<file path="src/phc_pkg.sv">
// Package for the presence and height capture block: register map,
// mode and event codes, configuration and controller/datapath structs.
// No dependencies; imported by every other file of the block except phc_if.sv.
package phc_pkg;

  // Mode codes as shown on the result channel
  localparam logic [1:0] MODE_CAL  = 2'd0;
  localparam logic [1:0] MODE_WAIT = 2'd1;
  localparam logic [1:0] MODE_MEAS = 2'd2;
  localparam logic [1:0] MODE_LOCK = 2'd3;

  // Request codes on the input channel
  localparam logic [1:0] REQ_SAMPLE = 2'd0;
  localparam logic [1:0] REQ_TICK   = 2'd1;
  localparam logic [1:0] REQ_RESET  = 2'd2;
  localparam logic [1:0] REQ_CAL    = 2'd3;

  // Event codes
  localparam logic [2:0] EV_NONE     = 3'd0;
  localparam logic [2:0] EV_CAL_OK   = 3'd1;
  localparam logic [2:0] EV_CAL_FAIL = 3'd2;
  localparam logic [2:0] EV_DETECT   = 3'd3;
  localparam logic [2:0] EV_LOCKED   = 3'd4;
  localparam logic [2:0] EV_LEFT     = 3'd5;

  // Register indexes (byte address is 4 * index)
  localparam logic [2:0] REG_PRESENCE  = 3'd0;
  localparam logic [2:0] REG_NOISE     = 3'd1;
  localparam logic [2:0] REG_LEAVE     = 3'd2;
  localparam logic [2:0] REG_WINDOW    = 3'd3;
  localparam logic [2:0] REG_OFFSET    = 3'd4;
  localparam logic [2:0] REG_THICKNESS = 3'd5;

  localparam int APB_ADDR_W = 5;

  // Measurement constants
  localparam logic [15:0] MIN_RESET = 16'd9999;
  localparam int CAL_SUM_W = 22;
  localparam int CAL_CNT_W = 7;
  localparam int HEIGHT_W  = 18;

  // Serial divider: one quotient bit per cycle over the whole sum
  localparam int DIV_STEPS = CAL_SUM_W;
  localparam int DIV_CNT_W = $clog2(DIV_STEPS);
  localparam logic [DIV_CNT_W-1:0] DIV_LAST = DIV_CNT_W'(DIV_STEPS - 1);

  typedef struct packed {
    logic [11:0]        presence_margin_mm;
    logic [11:0]        noise_floor_mm;
    logic [11:0]        leave_margin_mm;
    logic [15:0]        window_ms;
    logic signed [10:0] mount_offset_mm;
    logic [9:0]         plate_thickness_mm;
  } cfg_t;

  // Controller to datapath
  typedef struct packed {
    logic step;        // apply the accepted item
    logic div_step;    // one divider iteration
    logic div_finish;  // write baseline from quotient, load result
  } cmd_t;

  // Datapath to controller
  typedef struct packed {
    logic needs_div;   // current item closes a calibration with valid samples
  } status_t;

endpackage

</file>
<file path="src/phc_if.sv">
// Handshake channel interfaces for the presence and height capture block:
// the request channel and the report channel, each with source/sink modports.
// Depends on nothing.
interface phc_req_if;
  logic        valid;
  logic        ready;
  logic [1:0]  req_type;
  logic [15:0] distance_mm;
  logic        timed_out;

  modport source (output valid, req_type, distance_mm, timed_out, input ready);
  modport sink   (input valid, req_type, distance_mm, timed_out, output ready);
endinterface

interface phc_rpt_if;
  logic               valid;
  logic               ready;
  logic [1:0]         mode;
  logic               is_locked;
  logic signed [17:0] height_mm;
  logic [15:0]        baseline_mm;
  logic [2:0]         event_res;

  modport source (output valid, mode, is_locked, height_mm, baseline_mm, event_res,
                  input ready);
  modport sink   (input valid, mode, is_locked, height_mm, baseline_mm, event_res,
                  output ready);
endinterface

</file>
<file path="src/presence_height_capture.sv">
// Presence and height capture top level: one result item per request item.
// The result is registered and valid in the cycle after accept; the sample that closes a
// calibration with valid samples first runs the 22-step serial divider.
// Throughput: one item per cycle while the report side keeps up, except
// the calibration close. Reset (rst, synchronous): mode calibrating, baseline
// and height 0, registers at their defaults, no result pending.
module presence_height_capture
  import phc_pkg::*;
#(
  parameter int CAL_SAMPLES = 20
) (
  input  logic                  clk,
  input  logic                  rst,
  phc_req_if.sink               request,
  phc_rpt_if.source             report,
  input  logic                  psel,
  input  logic                  penable,
  input  logic                  pwrite,
  input  logic [APB_ADDR_W-1:0] paddr,
  input  logic [31:0]           pwdata,
  output logic [31:0]           prdata,
  output logic                  pready
);

  cfg_t    cfg;
  cmd_t    cmd;
  status_t status;

  phc_regs u_regs (
    .clk     (clk),
    .rst     (rst),
    .psel    (psel),
    .penable (penable),
    .pwrite  (pwrite),
    .paddr   (paddr),
    .pwdata  (pwdata),
    .prdata  (prdata),
    .pready  (pready),
    .cfg     (cfg)
  );

  phc_ctrl u_ctrl (
    .clk       (clk),
    .rst       (rst),
    .in_valid  (request.valid),
    .in_ready  (request.ready),
    .out_valid (report.valid),
    .out_ready (report.ready),
    .status    (status),
    .cmd       (cmd)
  );

  phc_dp #(
    .CAL_SAMPLES (CAL_SAMPLES)
  ) u_dp (
    .clk         (clk),
    .rst         (rst),
    .cfg         (cfg),
    .cmd         (cmd),
    .status      (status),
    .req_type    (request.req_type),
    .distance_mm (request.distance_mm),
    .timed_out   (request.timed_out),
    .mode        (report.mode),
    .is_locked   (report.is_locked),
    .height_mm   (report.height_mm),
    .baseline_mm (report.baseline_mm),
    .event_res   (report.event_res)
  );

endmodule

</file>
<file path="src/phc_regs.sv">
// APB-style configuration register file of the presence and height capture
// block. Depends on phc_pkg for the register map and cfg_t.
module phc_regs
  import phc_pkg::*;
(
  input  logic                  clk,
  input  logic                  rst,
  input  logic                  psel,
  input  logic                  penable,
  input  logic                  pwrite,
  input  logic [APB_ADDR_W-1:0] paddr,
  input  logic [31:0]           pwdata,
  output logic [31:0]           prdata,
  output logic                  pready,
  output cfg_t                  cfg
);

  logic       wr_en;
  logic [2:0] reg_idx;

  assign pready  = 1'b1;
  assign reg_idx = paddr[4:2];
  assign wr_en   = psel && penable && pwrite && pready;

  // Write registers on the access phase
  always_ff @(posedge clk) begin
    if (rst) begin
      cfg.presence_margin_mm <= 12'd200;
      cfg.noise_floor_mm     <= 12'd200;
      cfg.leave_margin_mm    <= 12'd100;
      cfg.window_ms          <= 16'd3000;
      cfg.mount_offset_mm    <= 11'sd0;
      cfg.plate_thickness_mm <= 10'd0;
    end else if (wr_en) begin
      case (reg_idx)
        REG_PRESENCE:  cfg.presence_margin_mm <= pwdata[11:0];
        REG_NOISE:     cfg.noise_floor_mm     <= pwdata[11:0];
        REG_LEAVE:     cfg.leave_margin_mm    <= pwdata[11:0];
        REG_WINDOW:    cfg.window_ms          <= pwdata[15:0];
        REG_OFFSET:    cfg.mount_offset_mm    <= $signed(pwdata[10:0]);
        REG_THICKNESS: cfg.plate_thickness_mm <= pwdata[9:0];
        default: ;
      endcase
    end
  end

  // Read back
  always_comb begin
    case (reg_idx)
      REG_PRESENCE:  prdata = {20'd0, cfg.presence_margin_mm};
      REG_NOISE:     prdata = {20'd0, cfg.noise_floor_mm};
      REG_LEAVE:     prdata = {20'd0, cfg.leave_margin_mm};
      REG_WINDOW:    prdata = {16'd0, cfg.window_ms};
      REG_OFFSET:    prdata = {21'd0, cfg.mount_offset_mm};
      REG_THICKNESS: prdata = {22'd0, cfg.plate_thickness_mm};
      default:       prdata = 32'd0;
    endcase
  end

endmodule

</file>
<file path="src/phc_ctrl.sv">
// Controller of the presence and height capture block: handshakes, result
// valid flag and the sequencer of the serial calibration divider.
// Depends on phc_pkg for cmd_t, status_t and divider constants.
module phc_ctrl
  import phc_pkg::*;
(
  input  logic    clk,
  input  logic    rst,
  input  logic    in_valid,
  output logic    in_ready,
  output logic    out_valid,
  input  logic    out_ready,
  input  status_t status,
  output cmd_t    cmd
);

  typedef enum logic [2:0] {
    S_IDLE = 3'b001,
    S_DIV  = 3'b010,
    S_FIN  = 3'b100
  } state_t;

  state_t               state;
  state_t               state_next;
  logic [DIV_CNT_W-1:0] div_cnt;
  logic                 accept;

  // Take a new item while idle and the result register is free or draining
  assign in_ready = (state == S_IDLE) && (!out_valid || out_ready);
  assign accept   = in_valid && in_ready;

  always_comb begin
    cmd        = '0;
    state_next = state;
    case (state)
      S_IDLE: begin
        cmd.step = accept;
        if (accept && status.needs_div) state_next = S_DIV;
      end
      S_DIV: begin
        cmd.div_step = 1'b1;
        if (div_cnt == DIV_LAST) state_next = S_FIN;
      end
      S_FIN: begin
        cmd.div_finish = 1'b1;
        state_next     = S_IDLE;
      end
      default: state_next = S_IDLE;
    endcase
  end

  // Advance state and divider count
  always_ff @(posedge clk) begin
    if (rst) begin
      state   <= S_IDLE;
      div_cnt <= '0;
    end else begin
      state <= state_next;
      if (state == S_DIV) div_cnt <= div_cnt + DIV_CNT_W'(1);
      else                div_cnt <= '0;
    end
  end

  // Hold result valid until taken; a new load wins over a drain
  always_ff @(posedge clk) begin
    if (rst) begin
      out_valid <= 1'b0;
    end else if ((cmd.step && !status.needs_div) || cmd.div_finish) begin
      out_valid <= 1'b1;
    end else if (out_ready) begin
      out_valid <= 1'b0;
    end
  end

endmodule

</file>
<file path="src/phc_dp.sv">
// Datapath of the presence and height capture block: mode and measurement
// state, calibration accumulator, serial divider and result register.
// Depends on phc_pkg for codes, cfg_t, cmd_t and status_t.
module phc_dp
  import phc_pkg::*;
#(
  parameter int CAL_SAMPLES = 20
) (
  input  logic                       clk,
  input  logic                       rst,
  input  cfg_t                       cfg,
  input  cmd_t                       cmd,
  output status_t                    status,
  input  logic [1:0]                 req_type,
  input  logic [15:0]                distance_mm,
  input  logic                       timed_out,
  output logic [1:0]                 mode,
  output logic                       is_locked,
  output logic signed [HEIGHT_W-1:0] height_mm,
  output logic [15:0]                baseline_mm,
  output logic [2:0]                 event_res
);

  // Architectural state
  logic [1:0]                 mode_reg, mode_next;
  logic [15:0]                floor_distance, floor_next;
  logic [15:0]                min_seen, min_next;
  logic [15:0]                elapsed_ms, elapsed_next;
  logic signed [HEIGHT_W-1:0] held_height, held_next;
  logic [CAL_SUM_W-1:0]       cal_sum, cal_sum_next;
  logic [CAL_CNT_W-1:0]       cal_valid_count, cal_valid_next;
  logic [CAL_CNT_W-1:0]       cal_attempts, cal_attempts_next;
  logic [2:0]                 ev_next;
  logic                       div_start;

  // Divider registers
  logic [CAL_SUM_W-1:0] quo;
  logic [CAL_CNT_W-1:0] rem;
  logic [CAL_CNT_W-1:0] divisor;
  logic [CAL_CNT_W:0]   trial;
  logic                 q_bit;

  // Compare operands
  logic                       sample_ok;
  logic                       min_take;
  logic [15:0]                min_cand;
  logic signed [HEIGHT_W-1:0] base_s, range_s, enter_thr, leave_thr;
  logic signed [HEIGHT_W-1:0] offset_s, thick_s, min_s;

  assign sample_ok = !timed_out;
  assign base_s    = $signed({2'b00, floor_distance});
  assign range_s   = $signed({2'b00, distance_mm});
  assign enter_thr = base_s - $signed({6'd0, cfg.presence_margin_mm});
  assign leave_thr = base_s - $signed({6'd0, cfg.leave_margin_mm});
  assign offset_s  = {{(HEIGHT_W-11){cfg.mount_offset_mm[10]}}, cfg.mount_offset_mm};
  assign thick_s   = $signed({8'd0, cfg.plate_thickness_mm});

  // Minimum after this sample, counting only samples above the noise floor
  assign min_take  = (distance_mm > {4'd0, cfg.noise_floor_mm}) && (distance_mm < min_seen);
  assign min_cand  = min_take ? distance_mm : min_seen;
  assign min_s     = $signed({2'b00, min_cand});

  // Next state for one item
  always_comb begin
    mode_next         = mode_reg;
    floor_next        = floor_distance;
    min_next          = min_seen;
    elapsed_next      = elapsed_ms;
    held_next         = held_height;
    cal_sum_next      = cal_sum;
    cal_valid_next    = cal_valid_count;
    cal_attempts_next = cal_attempts;
    ev_next           = EV_NONE;
    div_start         = 1'b0;
    case (req_type)
      REQ_RESET: begin
        mode_next = MODE_WAIT;
        held_next = '0;
        min_next  = MIN_RESET;
      end
      REQ_CAL: begin
        mode_next         = MODE_CAL;
        cal_sum_next      = '0;
        cal_valid_next    = '0;
        cal_attempts_next = '0;
      end
      REQ_TICK: begin
        if (mode_reg == MODE_MEAS && elapsed_ms != 16'hFFFF)
          elapsed_next = elapsed_ms + 16'd1;
      end
      REQ_SAMPLE: begin
        if (mode_reg == MODE_CAL) begin
          // Accumulate; close the run after the last attempt
          if (sample_ok) begin
            cal_sum_next   = cal_sum + {6'd0, distance_mm};
            cal_valid_next = cal_valid_count + CAL_CNT_W'(1);
          end
          cal_attempts_next = cal_attempts + CAL_CNT_W'(1);
          if (cal_attempts_next >= CAL_CNT_W'(CAL_SAMPLES)) begin
            mode_next = MODE_WAIT;
            if (cal_valid_next != '0) begin
              div_start = 1'b1;
              ev_next   = EV_CAL_OK;
            end else begin
              floor_next = '0;
              ev_next    = EV_CAL_FAIL;
            end
          end
        end else if (sample_ok) begin
          if (mode_reg == MODE_WAIT) begin
            if (floor_distance != '0 && range_s < enter_thr) begin
              mode_next    = MODE_MEAS;
              elapsed_next = '0;
              min_next     = MIN_RESET;
              held_next    = '0;
              ev_next      = EV_DETECT;
            end
          end else if (mode_reg == MODE_MEAS) begin
            // Track minimum, then check the window
            min_next = min_cand;
            if (elapsed_ms >= cfg.window_ms) begin
              held_next = base_s - min_s + offset_s - thick_s;
              mode_next = MODE_LOCK;
              ev_next   = EV_LOCKED;
            end
          end else begin
            if (range_s > leave_thr) begin
              mode_next = MODE_WAIT;
              ev_next   = EV_LEFT;
            end
          end
        end
      end
      default: ;
    endcase
  end

  assign status.needs_div = div_start;

  // Update architectural state
  always_ff @(posedge clk) begin
    if (rst) begin
      mode_reg        <= MODE_CAL;
      floor_distance  <= '0;
      min_seen        <= MIN_RESET;
      elapsed_ms      <= '0;
      held_height     <= '0;
      cal_sum         <= '0;
      cal_valid_count <= '0;
      cal_attempts    <= '0;
    end else if (cmd.step) begin
      mode_reg        <= mode_next;
      floor_distance  <= floor_next;
      min_seen        <= min_next;
      elapsed_ms      <= elapsed_next;
      held_height     <= held_next;
      cal_sum         <= cal_sum_next;
      cal_valid_count <= cal_valid_next;
      cal_attempts    <= cal_attempts_next;
    end else if (cmd.div_finish) begin
      floor_distance <= quo[15:0];
    end
  end

  // Restoring divider, one quotient bit per cycle
  assign trial = {rem, quo[CAL_SUM_W-1]};
  assign q_bit = (trial >= {1'b0, divisor});

  always_ff @(posedge clk) begin
    if (cmd.step && div_start) begin
      quo     <= cal_sum_next;
      rem     <= '0;
      divisor <= cal_valid_next;
    end else if (cmd.div_step) begin
      quo <= {quo[CAL_SUM_W-2:0], q_bit};
      rem <= q_bit ? CAL_CNT_W'(trial - {1'b0, divisor}) : trial[CAL_CNT_W-1:0];
    end
  end

  // Load the result register
  always_ff @(posedge clk) begin
    if (cmd.step && !div_start) begin
      mode        <= mode_next;
      height_mm   <= held_next;
      baseline_mm <= floor_next;
      event_res   <= ev_next;
    end else if (cmd.div_finish) begin
      mode        <= mode_reg;
      height_mm   <= held_height;
      baseline_mm <= quo[15:0];
      event_res   <= EV_CAL_OK;
    end
  end

  assign is_locked = (mode == MODE_LOCK);

endmodule

</file>
<file path="src/flat_wrapper.sv">
// flat-port wrapper written by rule: the top's interface ports become plain ports
module presence_height_capture_flat import phc_pkg::*;
#(
  parameter int CAL_SAMPLES = 20
)
  (clk, rst, psel, penable, pwrite, paddr, pwdata, prdata, pready, request_valid, request_req_type, request_distance_mm, request_timed_out, request_ready, report_valid, report_mode, report_is_locked, report_height_mm, report_baseline_mm, report_event_res, report_ready);
  phc_req_if request_i ();
  phc_rpt_if report_i ();
  input  logic clk;
  input  logic rst;
  input  logic psel;
  input  logic penable;
  input  logic pwrite;
  input  logic [APB_ADDR_W-1:0] paddr;
  input  logic [31:0] pwdata;
  output logic [31:0] prdata;
  output logic pready;
  input wire logic [$bits(request_i.valid)-1:0] request_valid;
  input wire logic [$bits(request_i.req_type)-1:0] request_req_type;
  input wire logic [$bits(request_i.distance_mm)-1:0] request_distance_mm;
  input wire logic [$bits(request_i.timed_out)-1:0] request_timed_out;
  output wire logic [$bits(request_i.ready)-1:0] request_ready;
  output wire logic [$bits(report_i.valid)-1:0] report_valid;
  output wire logic [$bits(report_i.mode)-1:0] report_mode;
  output wire logic [$bits(report_i.is_locked)-1:0] report_is_locked;
  output wire logic [$bits(report_i.height_mm)-1:0] report_height_mm;
  output wire logic [$bits(report_i.baseline_mm)-1:0] report_baseline_mm;
  output wire logic [$bits(report_i.event_res)-1:0] report_event_res;
  input wire logic [$bits(report_i.ready)-1:0] report_ready;
  assign request_i.valid = request_valid;
  assign request_i.req_type = request_req_type;
  assign request_i.distance_mm = request_distance_mm;
  assign request_i.timed_out = request_timed_out;
  assign request_ready = request_i.ready;
  assign report_valid = report_i.valid;
  assign report_mode = report_i.mode;
  assign report_is_locked = report_i.is_locked;
  assign report_height_mm = report_i.height_mm;
  assign report_baseline_mm = report_i.baseline_mm;
  assign report_event_res = report_i.event_res;
  assign report_i.ready = report_ready;
  presence_height_capture #(.CAL_SAMPLES(CAL_SAMPLES)) u_core (.clk(clk), .rst(rst), .request(request_i), .report(report_i), .psel(psel), .penable(penable), .pwrite(pwrite), .paddr(paddr), .pwdata(pwdata), .prdata(prdata), .pready(pready));
endmodule
</file>
<file path="config.mk">
export PLATFORM = sky130hd
export DESIGN_NAME = presence_height_capture_flat
export DESIGN_NICKNAME = d
export VERILOG_FILES = /design/src/phc_pkg.sv /design/src/phc_if.sv /design/src/presence_height_capture.sv /design/src/phc_regs.sv /design/src/phc_ctrl.sv /design/src/phc_dp.sv /design/src/flat_wrapper.sv
export SDC_FILE = /design/constraint.sdc
export NUM_CORES = 1
export LEC_CHECK = 0
export BUFFER_PORTS_ARGS = -buffer_cell sky130_fd_sc_hd__buf_4
export CORE_ASPECT_RATIO = 0.9
export CORE_MARGIN = 2
export CORE_UTILIZATION = 35
export CTS_CLUSTER_DIAMETER = 50
export DETAILED_ROUTE_END_ITERATION = 10
export GPL_ROUTABILITY_DRIVEN = 1
export PLACE_DENSITY_LB_ADDON = 0.08
export SYNTH_ARGS = -nofsm -noshare
export SYNTH_HDL_FRONTEND = slang
export SYNTH_SLANG_ARGS = --single-unit
</file>
<file path="constraint.sdc">
create_clock -name clk -period 20.5 [get_ports clk]
set_input_delay 2.05 -clock clk [delete_from_list [all_inputs] [get_ports clk]]
set_output_delay 2.05 -clock clk [all_outputs]
set_load 0.1 [all_outputs]
</file>
Word-level counts from Yosys, hierarchy flattened:

Cells that the tools add are included.

* flip-flop bits (word level): 261
* input bits: 63
* output and inout bits: 75
* logic and storage cells: 184

* $add $sub $neg: 11
* $lt $le $gt $ge: 7
* equality and inequality tests: 26
* multiplexer cells: 78
* bitwise logic cells: 1
* reductions and logical operators: 37

Operators with widths (count)
* two-way mux 16 bit: 18
* two-way mux 18 bit: 8
* case mux 16 bit (6 select lines): 1
* two-way mux 22 bit: 4
* case mux 16 bit (2 select lines): 2
* case mux 22 bit (2 select lines): 1
* two-way mux 7 bit: 6
* case mux 18 bit (2 select lines): 1
* subtractor 16 x 12 -> 17 bit: 2
* two-way mux 3 bit: 11
* case mux 7 bit (2 select lines): 2
* two-way mux 2 bit: 13
* adder 22 x 16 -> 22 bit: 1
* adder 17 x 11 -> 18 bit: 1
* subtractor 18 x 11 -> 18 bit: 1
* greater-than comparator 17 bit: 1
* less-than comparator 17 bit: 1
* subtractor 16 x 16 -> 17 bit: 1
* adder 16 x 1 -> 16 bit, second input constant: 1
* >= comparator 16 bit: 1
* greater-than comparator 16 x 12 -> 1 bit: 1
* less-than comparator 16 bit: 1
* inequality test 16 bit, second input constant: 1
* nonzero test 16 bit: 1
* 30 further kinds: 79

Depth between registers and ports, before layout:

Gate-level depths: netlist (run 1).

* depth in word-level cells: 13
* gate-level depth with buffers: 30
* mapped depth without buffers: 29

By module:

A second synthesis (run 1) with hierarchy kept.

* cells, all modules: 2137
* area, all modules: 18317.6 sq um

By module, submodules not included
* phc_dp: times used 1, cells an instance 1703, area an instance 14207.4 sq um, sequential area each 4264.1 sq um
* phc_regs: times used 1, cells an instance 391, area an instance 3704.8 sq um, sequential area each 1461.4 sq um
* phc_ctrl: times used 1, cells an instance 43, area an instance 405.4 sq um, sequential area each 180.2 sq um

Least setup slack after synthesis (run 1):

Ideal clock, no wire load.

* kind: input port to flip-flop
* start point: input request_distance_mm[13]
* end point: register u_core.u_dp.height_mm[14], data pin
* setup time: 0.262 ns
* arrival: 7.560 ns
* required time: 20.238 ns
* setup slack: 12.678 ns
* stages on the path: 25
* buffers on the path: 2
* cell sequence: ha_1 a211oi_1 nor2_1 a211oi_1 o211ai_2 nor2_2 clkbuf_1 clkbuf_1 a21oi_1 fa_1 xnor2_1 xnor2_1 fa_1 ha_1 a21o_1 a21oi_1 o21bai_1 a21oi_1 o21ai_1 a31o_2 a31o_1 a2111oi_0 a31oi_1 o211ai_1 nand2_1

* word-level cells in the longest chain between the ends: 13
* elaborated cells on any way between the ends: 17
* those cells by class: add/sub: 3; order compare: 3; mux: 9; reduce/logical: 2

Ends and longest elaborated chain
* start, declared: line flat_wrapper.sv:20 `input wire logic [$bits(request_i.distance_mm)-1:0] request_distance_mm;`
* greater-than comparator 16 x 12 -> 1 bit or less-than comparator 16 bit (tied branches): line phc_dp.sv:59 `assign min_take = (distance_mm > {4'd0, cfg.noise_floor_mm}) && (distance_mm < min_seen);`
* logical AND 1 bit: line phc_dp.sv:59
* two-way mux 16 bit: line phc_dp.sv:60 `assign min_cand = min_take ? distance_mm : min_seen;`
* subtractor 16 x 16 -> 17 bit: line phc_dp.sv:122 `held_next = base_s - min_s + offset_s - thick_s;`
* adder 17 x 11 -> 18 bit: line phc_dp.sv:122
* subtractor 18 x 11 -> 18 bit: line phc_dp.sv:122
* two-way mux 18 bit: line phc_dp.sv:121 `if (elapsed_ms >= cfg.window_ms) begin`
* two-way mux 18 bit: line phc_dp.sv:118 `end else if (mode_reg == MODE_MEAS) begin`
* two-way mux 18 bit (*): line phc_dp.sv:110 `if (mode_reg == MODE_WAIT) begin`
* two-way mux 18 bit (*): line phc_dp.sv:109 `end else if (sample_ok) begin`
* two-way mux 18 bit (*): line phc_dp.sv:92 `if (mode_reg == MODE_CAL) begin`
* case mux 18 bit (2 select lines) (*): line phc_dp.sv:75 `case (req_type)`
* two-way mux 18 bit (*): line phc_dp.sv:182 `if (cmd.step && !div_start) begin`
* end signal, assigned: line phc_dp.sv:184 `height_mm <= held_next;`
* end signal, assigned: line phc_dp.sv:189 `height_mm <= held_height;`
* end, declared: line phc_dp.sv:19 `output logic signed [HEIGHT_W-1:0] height_mm,`

Mark *: on every way between the ends. The rest lies on a longest branch, timed or not.
A chain may end at the register's enable or synchronous reset.

Final worst setup path (run 1):

Same ends and word-level chain as after synthesis.

==> results of run 1 <==
[kinds of logic after synthesis]
| group | count (synthesis) |
|---|---|
| AND/OR/NAND/NOR | 628 |
| multiplexers | 61 |
| other | 2 |
| XOR/XNOR | 91 |
| AO/OA/AOI/OAI | 530 |
| buffers and inverters | 258 |
| adder cells (fa/ha/maj) | 188 |
| flip-flops | 261 |
[where the power goes]
part	internal, µW	total (µW)	switching, µW	leakage, µW
Clock	483	745	262	0.000714
Sequential	536	542	5.09	0.00220
Combinational	70.0	239	169	0.00539
[placed cells by master, fill, tap and decap left out, drive strengths merged, types with 17 or more instances in the layout]
| cell type | n |
|---|---|
| clkbuf | 60 |
| a31oi | 18 |
| o31ai | 22 |
| and3 | 17 |
| nor3 | 44 |
| dfxtp | 193 |
| mux2i | 46 |
| o21ai | 108 |
| a211oi | 20 |
| xor2 | 38 |
| nand3 | 31 |
| a21oi | 142 |
| a21o | 41 |
| xnor2 | 53 |
| ha | 173 |
| nand4 | 24 |
| a22oi | 33 |
| nor2 | 179 |
| o211ai | 23 |
| a32o | 18 |
| nor2b | 24 |
| edfxtp | 68 |
| nand2b | 25 |
| inv | 156 |
| nand2 | 206 |
| and2 | 23 |
| buf | 118 |
| conb | 17 |
[final cells by class]
| type | instances | area [µm²] |
|---|---|---|
| Fill cell | 4915 | 28900 |
| Multi-Input combinational cell | 1515 | 10500 |
| Sequential cell | 261 | 5910 |
| Clock buffer | 60 | 1270 |
| Timing Repair Buffer | 118 | 886 |
| Tap cell | 632 | 791 |
| Inverter | 155 | 582 |
| Clock inverter | 15 | 210 |
[stage by stage]
stage | power [µW] | std cells
CTS | 1540 | 2756
global placement | 789 | 2681
global route | 1590 | 2756
finish | 1530 | 2756
floorplan | 725 | 2034
detailed placement | 791 | 2681
[path summary, 6_finish.rpt]
path	endpoint	slack, ns	cells past startpoint
worst max register to register	u_core.u_dp.height_mm[14]	12.97	27
worst min-delay path	u_core.u_regs.cfg[59]	0.45	2
worst min register to register	u_core.u_regs.cfg[59]	0.45	2
worst max-delay path	u_core.u_dp.height_mm[14]	11.65	27
[worst min-delay path, delay by kind of cell (launching register included)]
| family | cells | cell delay, ns |
|---|---|---|
| AOI/OAI and AO/OA | 1 | 0.05 |
| DFF | 1 | 0.30 |
| and+or+nand+nor | 1 | 0.05 |
[per-layer routing]
metal / part of all wire, % / up-vias / global-route usage [%]
met5: 0 / - / 0
met3: 5.1 / 63 / 3.26
met4: 2.0 / 0 / 5.71
met1: 48 / 7066 / 30.1
li1: - / 7342 / -
met2: 45 / 334 / 33.0
==> reports/results.ini, run 1 <==
[yosys]
async_flop_share_pct = 0
synth_area_leaders = dfxtp_1, ha_1, edfxtp_1
ys_top_cells_by_count = nand2_1, dfxtp_1, nor2_1, ha_1, inv_1
yosysTopAreaCellShare_pct = 22.3
synth_edf_count = 68
ys_seq_area_share_pct = 34.0
synthMuxAreaShare_pct = 4.06
synth_compound_area_share_pct = 20.2
yosysMostFrequentCell = nand2_1
syn_inst = 2019
synthSimpleGateAreaFrac_pct = 16.9
synth_fa_ha_area_share_pct = 14.2
yosys_warnings = 0
synth-xor-area-share_pct = 4.59
ys_ff_latch = 261
yosys.area.top_type = dfxtp_1
synth-main-ff-cell = dfxtp_1
netlist-cell-type-count = 81
synth_top_family_by_area = compound AO/OA/AOI/OAI gates
syn_area_um2 = 17300
avgSynthCellArea_um2 = 8.59

[power_and_ir_drop]
leakage_uw = 0.00830
vdd_drop_max_uv = 51.6
power_density_nw_per_um2 = 75.7

[status]
status = complete, no violations

[timing]
maxSlewViolCount = 0
whs_ns = 0.453
setup_viol = 0
timing.fmax_ghz = 0.113
post-route-min-period_ns = 8.85
relSlewSlack_pct = 14.3
finalSetupTns_ns = 0
worst_pin_slew_ns = 1.27
finalCritPeriodShare_pct = 43.2
finClkSkew_ns = 0.0301
finalHoldViolCount = 0
rsz0062_at_grt = no
setup_ws_ns = 11.65

[finish]
finalNetCount = 2343
layout-drive-gt1-share_pct = 11.4
largest_reg_flops = 73
antenna_cells = 0
design_area_um2 = 20200
post-route-util_pct = 41.1
largest_register = u_core.u_regs.cfg
syn2layout_area_growth_pct = 16.2
reg_top3 = u_core.u_regs.cfg: 73 flops, u_core.u_dp.cal_sum: 22 flops, u_core.u_dp.quo: 22 flops

[clocking]
cts_resized = 0
postCtsSetupBuffers = 0
cts-hold-fix-buffers = 0
clkSinkCount = 261
cts_root_buf = clkbuf_16
cts_tree = built
numCtsBuffers = 41
cts_buffer_depth = 3
cts.htree.levels = 2
clock_latency_ns = 0.56
clk_pin_slew_ns = 0.05

[route]
viasPerCell = 5.37
drt_iter0_drc = 1095
wl_per_cell_um = 19.7
routed_wl_um = 54400
ant_nets = 0
via_count = 14805
drc = 0
firstDrtPassIters = 5

[critical_path]
cp_max_fo = 31
critPathMostFrequentCell = a21oi_1
cp.arrival_ns = 9.15
critPathLaunchType = input port
critPathCaptureType = register
critPathKind = in2reg
r2r-start = u_core.u_dp.min_seen[13]
path_buf_inv = 2
crit_family = compound AO/OA/AOI/OAI gates
slowest_delay_ns = 0.56
startpoint = request_distance_mm[13]
crit_required_ns = 20.80
cpMaxStageDelayCell = fa_1

[global_routing]
grt_usage_pct = 21.1
antenna_found_initial = 2
overflow = 0
grt_pass1_wl_um = 83500
grt_pass1_vias = 13932
grt_max_degree = 72

[run]
drv_cap = 0

[floorplanning]
die_w_um = 239
coreArea_um2 = 49000
die-height_um = 215
num_rows = 77
die_area_um2 = 51400
start_util_pct = 35.4
pin_count = 138

[placement]
pre_cts_slack_ns = 11.14
dp_hpwl_um = 40100
portBuffers = 102
gp_congestion = 0.831
placed_area_um2 = 18700

[hold_path]
hold_class = reg2reg
min_from = u_core.u_regs.cfg[59]

Note: power is estimated with default switching activity, not from simulation.
==> run 2, diff against run 1 <==
==> constraint.sdc (replaced) <==
create_clock -name clk -period 7.6 [get_ports clk]
set_input_delay 0.76 -clock clk [delete_from_list [all_inputs] [get_ports clk]]
set_output_delay 0.76 -clock clk [all_outputs]
set_load 0.1 [all_outputs]
==> reports/results.ini, run 2 (synthesis gave the netlist of run 1 again) <==
[status]
status = complete, no violations

[timing]
finClkSkew_ns = 0.0142  ; -0.0158 ns
timing.fmax_ghz = 0.145
setup_ws_ns = 0.707  ; -10.94 ns
finalCritPeriodShare_pct = 90.7
worst_pin_slew_ns = 1.17  ; -0.107 ns
post-route-min-period_ns = 6.89
finalSetupTns_ns = 0  ; unchanged
setup_viol = 0  ; unchanged
rsz0062_at_grt = no
maxSlewViolCount = 0  ; unchanged
relSlewSlack_pct = 21.5  ; +7.3 points
finalHoldViolCount = 0  ; unchanged

[hold_path]
hold_class = reg2reg

[clocking]
cts_tree = built
cts.htree.levels = 2  ; unchanged
clk_pin_slew_ns = 0.05  ; about the same
numCtsBuffers = 38  ; -7.3%
clock_latency_ns = 0.55  ; about the same
postCtsSetupBuffers = 0  ; unchanged
cts_root_buf = clkbuf_16
cts_buffer_depth = 3  ; unchanged
cts_resized = 0  ; unchanged
cts-hold-fix-buffers = 0  ; unchanged
clkSinkCount = 261  ; unchanged

[critical_path]
cp.depth = 29  ; +7.4%
critPathKind = reg2reg
critPathCaptureType = register
setup.worst_path.end = u_core.u_dp.height_mm[14]
reg2regPathDepth = 29  ; +7.4%
cp_max_fo = 5  ; -84%
r2r-start = u_core.u_dp.min_seen[13]
slowest_delay_ns = 0.45  ; -0.11 ns
crit_required_ns = 7.88  ; -12.92 ns
cpMaxStageDelayCell = fa_1
critPathLaunchType = register
r2r_end = u_core.u_dp.height_mm[14]
cp.arrival_ns = 7.17  ; -1.98 ns
r2r_slack_ns = 0.71  ; -12.26 ns
startpoint = u_core.u_dp.min_seen[13]
crit_family = compound AO/OA/AOI/OAI gates
path_buf_inv = 4  ; +2

[route]
routed_wl_um = 54700  ; +0.58%
wl_per_cell_um = 19.8  ; +0.39%
viasPerCell = 5.37  ; -0.10%
drc = 0  ; unchanged
wl_met1_um = 26700  ; +1.6%
top_layer_used = met4
ant_nets = 0  ; unchanged
wl_met2_um = 24300  ; +0.40%
firstDrtPassIters = 5  ; unchanged
wl_met3_um = 2460  ; -12%
via_count = 14817  ; +0.081%
drt_iter0_drc = 950  ; -13%

[floorplanning]
coreArea_um2 = 49000  ; unchanged
die-height_um = 215  ; unchanged
num_rows = 77  ; unchanged
die_w_um = 239  ; unchanged
pin_count = 138  ; unchanged
start_util_pct = 35.4  ; unchanged
die_area_um2 = 51400  ; unchanged

[run]
drv_cap = 0  ; unchanged

[global_routing]
grt_max_degree = 72  ; unchanged
grt_pass1_vias = 14418  ; +3.5%
grt_usage_pct = 21.3  ; +0.24 points
antenna_found_initial = 0  ; -2
grt_pass1_wl_um = 85000  ; +1.8%
overflow = 0  ; unchanged

[power_and_ir_drop]
power_density_nw_per_um2 = 194  ; +160%
leakage_uw = 0.00825  ; -0.70%
vdd_drop_max_uv = 151  ; +190%

[placement]
gp_congestion = 0.861  ; +3.6%
dp_hpwl_um = 40400  ; +0.82%
portBuffers = 102  ; unchanged
pre_cts_slack_ns = 0.322  ; -10.82 ns

[finish]
fillers = 4886  ; -0.59%
antenna_cells = 0  ; unchanged
finalNetCount = 2350  ; +0.30%
largest_reg_flops = 73  ; unchanged
layout-drive-gt1-share_pct = 11.3  ; -0.074 points
post-route-util_pct = 40.8  ; -0.33 points
layout_commonest_cell = nand2_1
layout_common_cells = nand2_1, dfxtp_1, nor2_1, ha_1, inv_1
reg_top3 = u_core.u_regs.cfg: 73 flops, u_core.u_dp.cal_sum: 22 flops, u_core.u_dp.quo: 22 flops
largest_register = u_core.u_regs.cfg
syn2layout_area_growth_pct = 15.3

==> run 2: changes by cell type in the layout (fill, tap and decap cells not counted), sizes merged <==
cell      delta
clkinvlp     -2
clkbuf       -7
bufinv       -2
buf         +10
clkinv       +4
inv          +2
==> run 2: how the worst min path moves through the flow <==
stage                                   startpoint  slack (ns)                        to  depth (start not counted)
after detailed placement     u_core.u_regs.cfg[34]        0.45     u_core.u_regs.cfg[34]                          2
after floorplan           u_core.u_ctrl.div_cnt[0]        0.43  u_core.u_ctrl.div_cnt[0]                          1
after global placement       u_core.u_regs.cfg[59]        0.44     u_core.u_regs.cfg[59]                          2
final                        u_core.u_regs.cfg[34]        0.46     u_core.u_regs.cfg[34]                          2
after global routing                    pwdata[15]        0.47     u_core.u_regs.cfg[36]                          3
after CTS                               pwdata[15]        0.44     u_core.u_regs.cfg[36]                          3
==> run 2: layout make-up <==
class	count	area [µm²]	share of cell area, %
Multi-Input combinational cell	1515	10500	52.6
Clock buffer	53	1090	5.46
Clock inverter	17	156	0.782
Inverter	155	582	2.91
Tap cell	632	791	3.95
Timing Repair Buffer	128	961	4.81
Sequential cell	261	5910	29.5
==> run 2: power breakdown <==
part / internal, µW / switching [µW] / leakage (µW) / total (µW)
combinational: 197 / 458 / 0.00543 / 655
clock: 1080 / 680 / 0.000608 / 1760
sequential: 1450 / 14.6 / 0.00221 / 1460
==> run 2: routing by layer <==
metal / GRT usage [%] / up-vias
li1: - / 7353
met1: 30.1 / 7079
met2: 33.7 / 318
met3: 3.25 / 67
met4: 5.94 / 0
met5: 0 / -
==> run 2: worst register-to-register path: cells and delay by family, from the launching register on <==
family	cells	cell delay (ns)
flip-flops	1	0.33
multiplexers	2	0.71
XOR/XNOR	1	0.21
adder cells (fa/ha/maj)	5	1.56
buffers and inverters	4	0.40
AO/OA/AOI/OAI	13	2.79
AND/OR/NAND/NOR	4	0.64
==> run 2: metrics by stage <==
step | instances | power, µW | area, µm² | hold WS, ns
2_1_floorplan | 2034 | 1960 | 17400 | 0.433
3_3_place_gp | 2691 | 2140 | 18700 | 0.444
3_5_place_dp | 2691 | 2140 | 18700 | 0.451
4_1_cts | 2761 | 3920 | 20000 | 0.445
5_1_grt | 2761 | 4030 | 20000 | 0.473
6_report | 2761 | 3870 | 20000 | 0.456
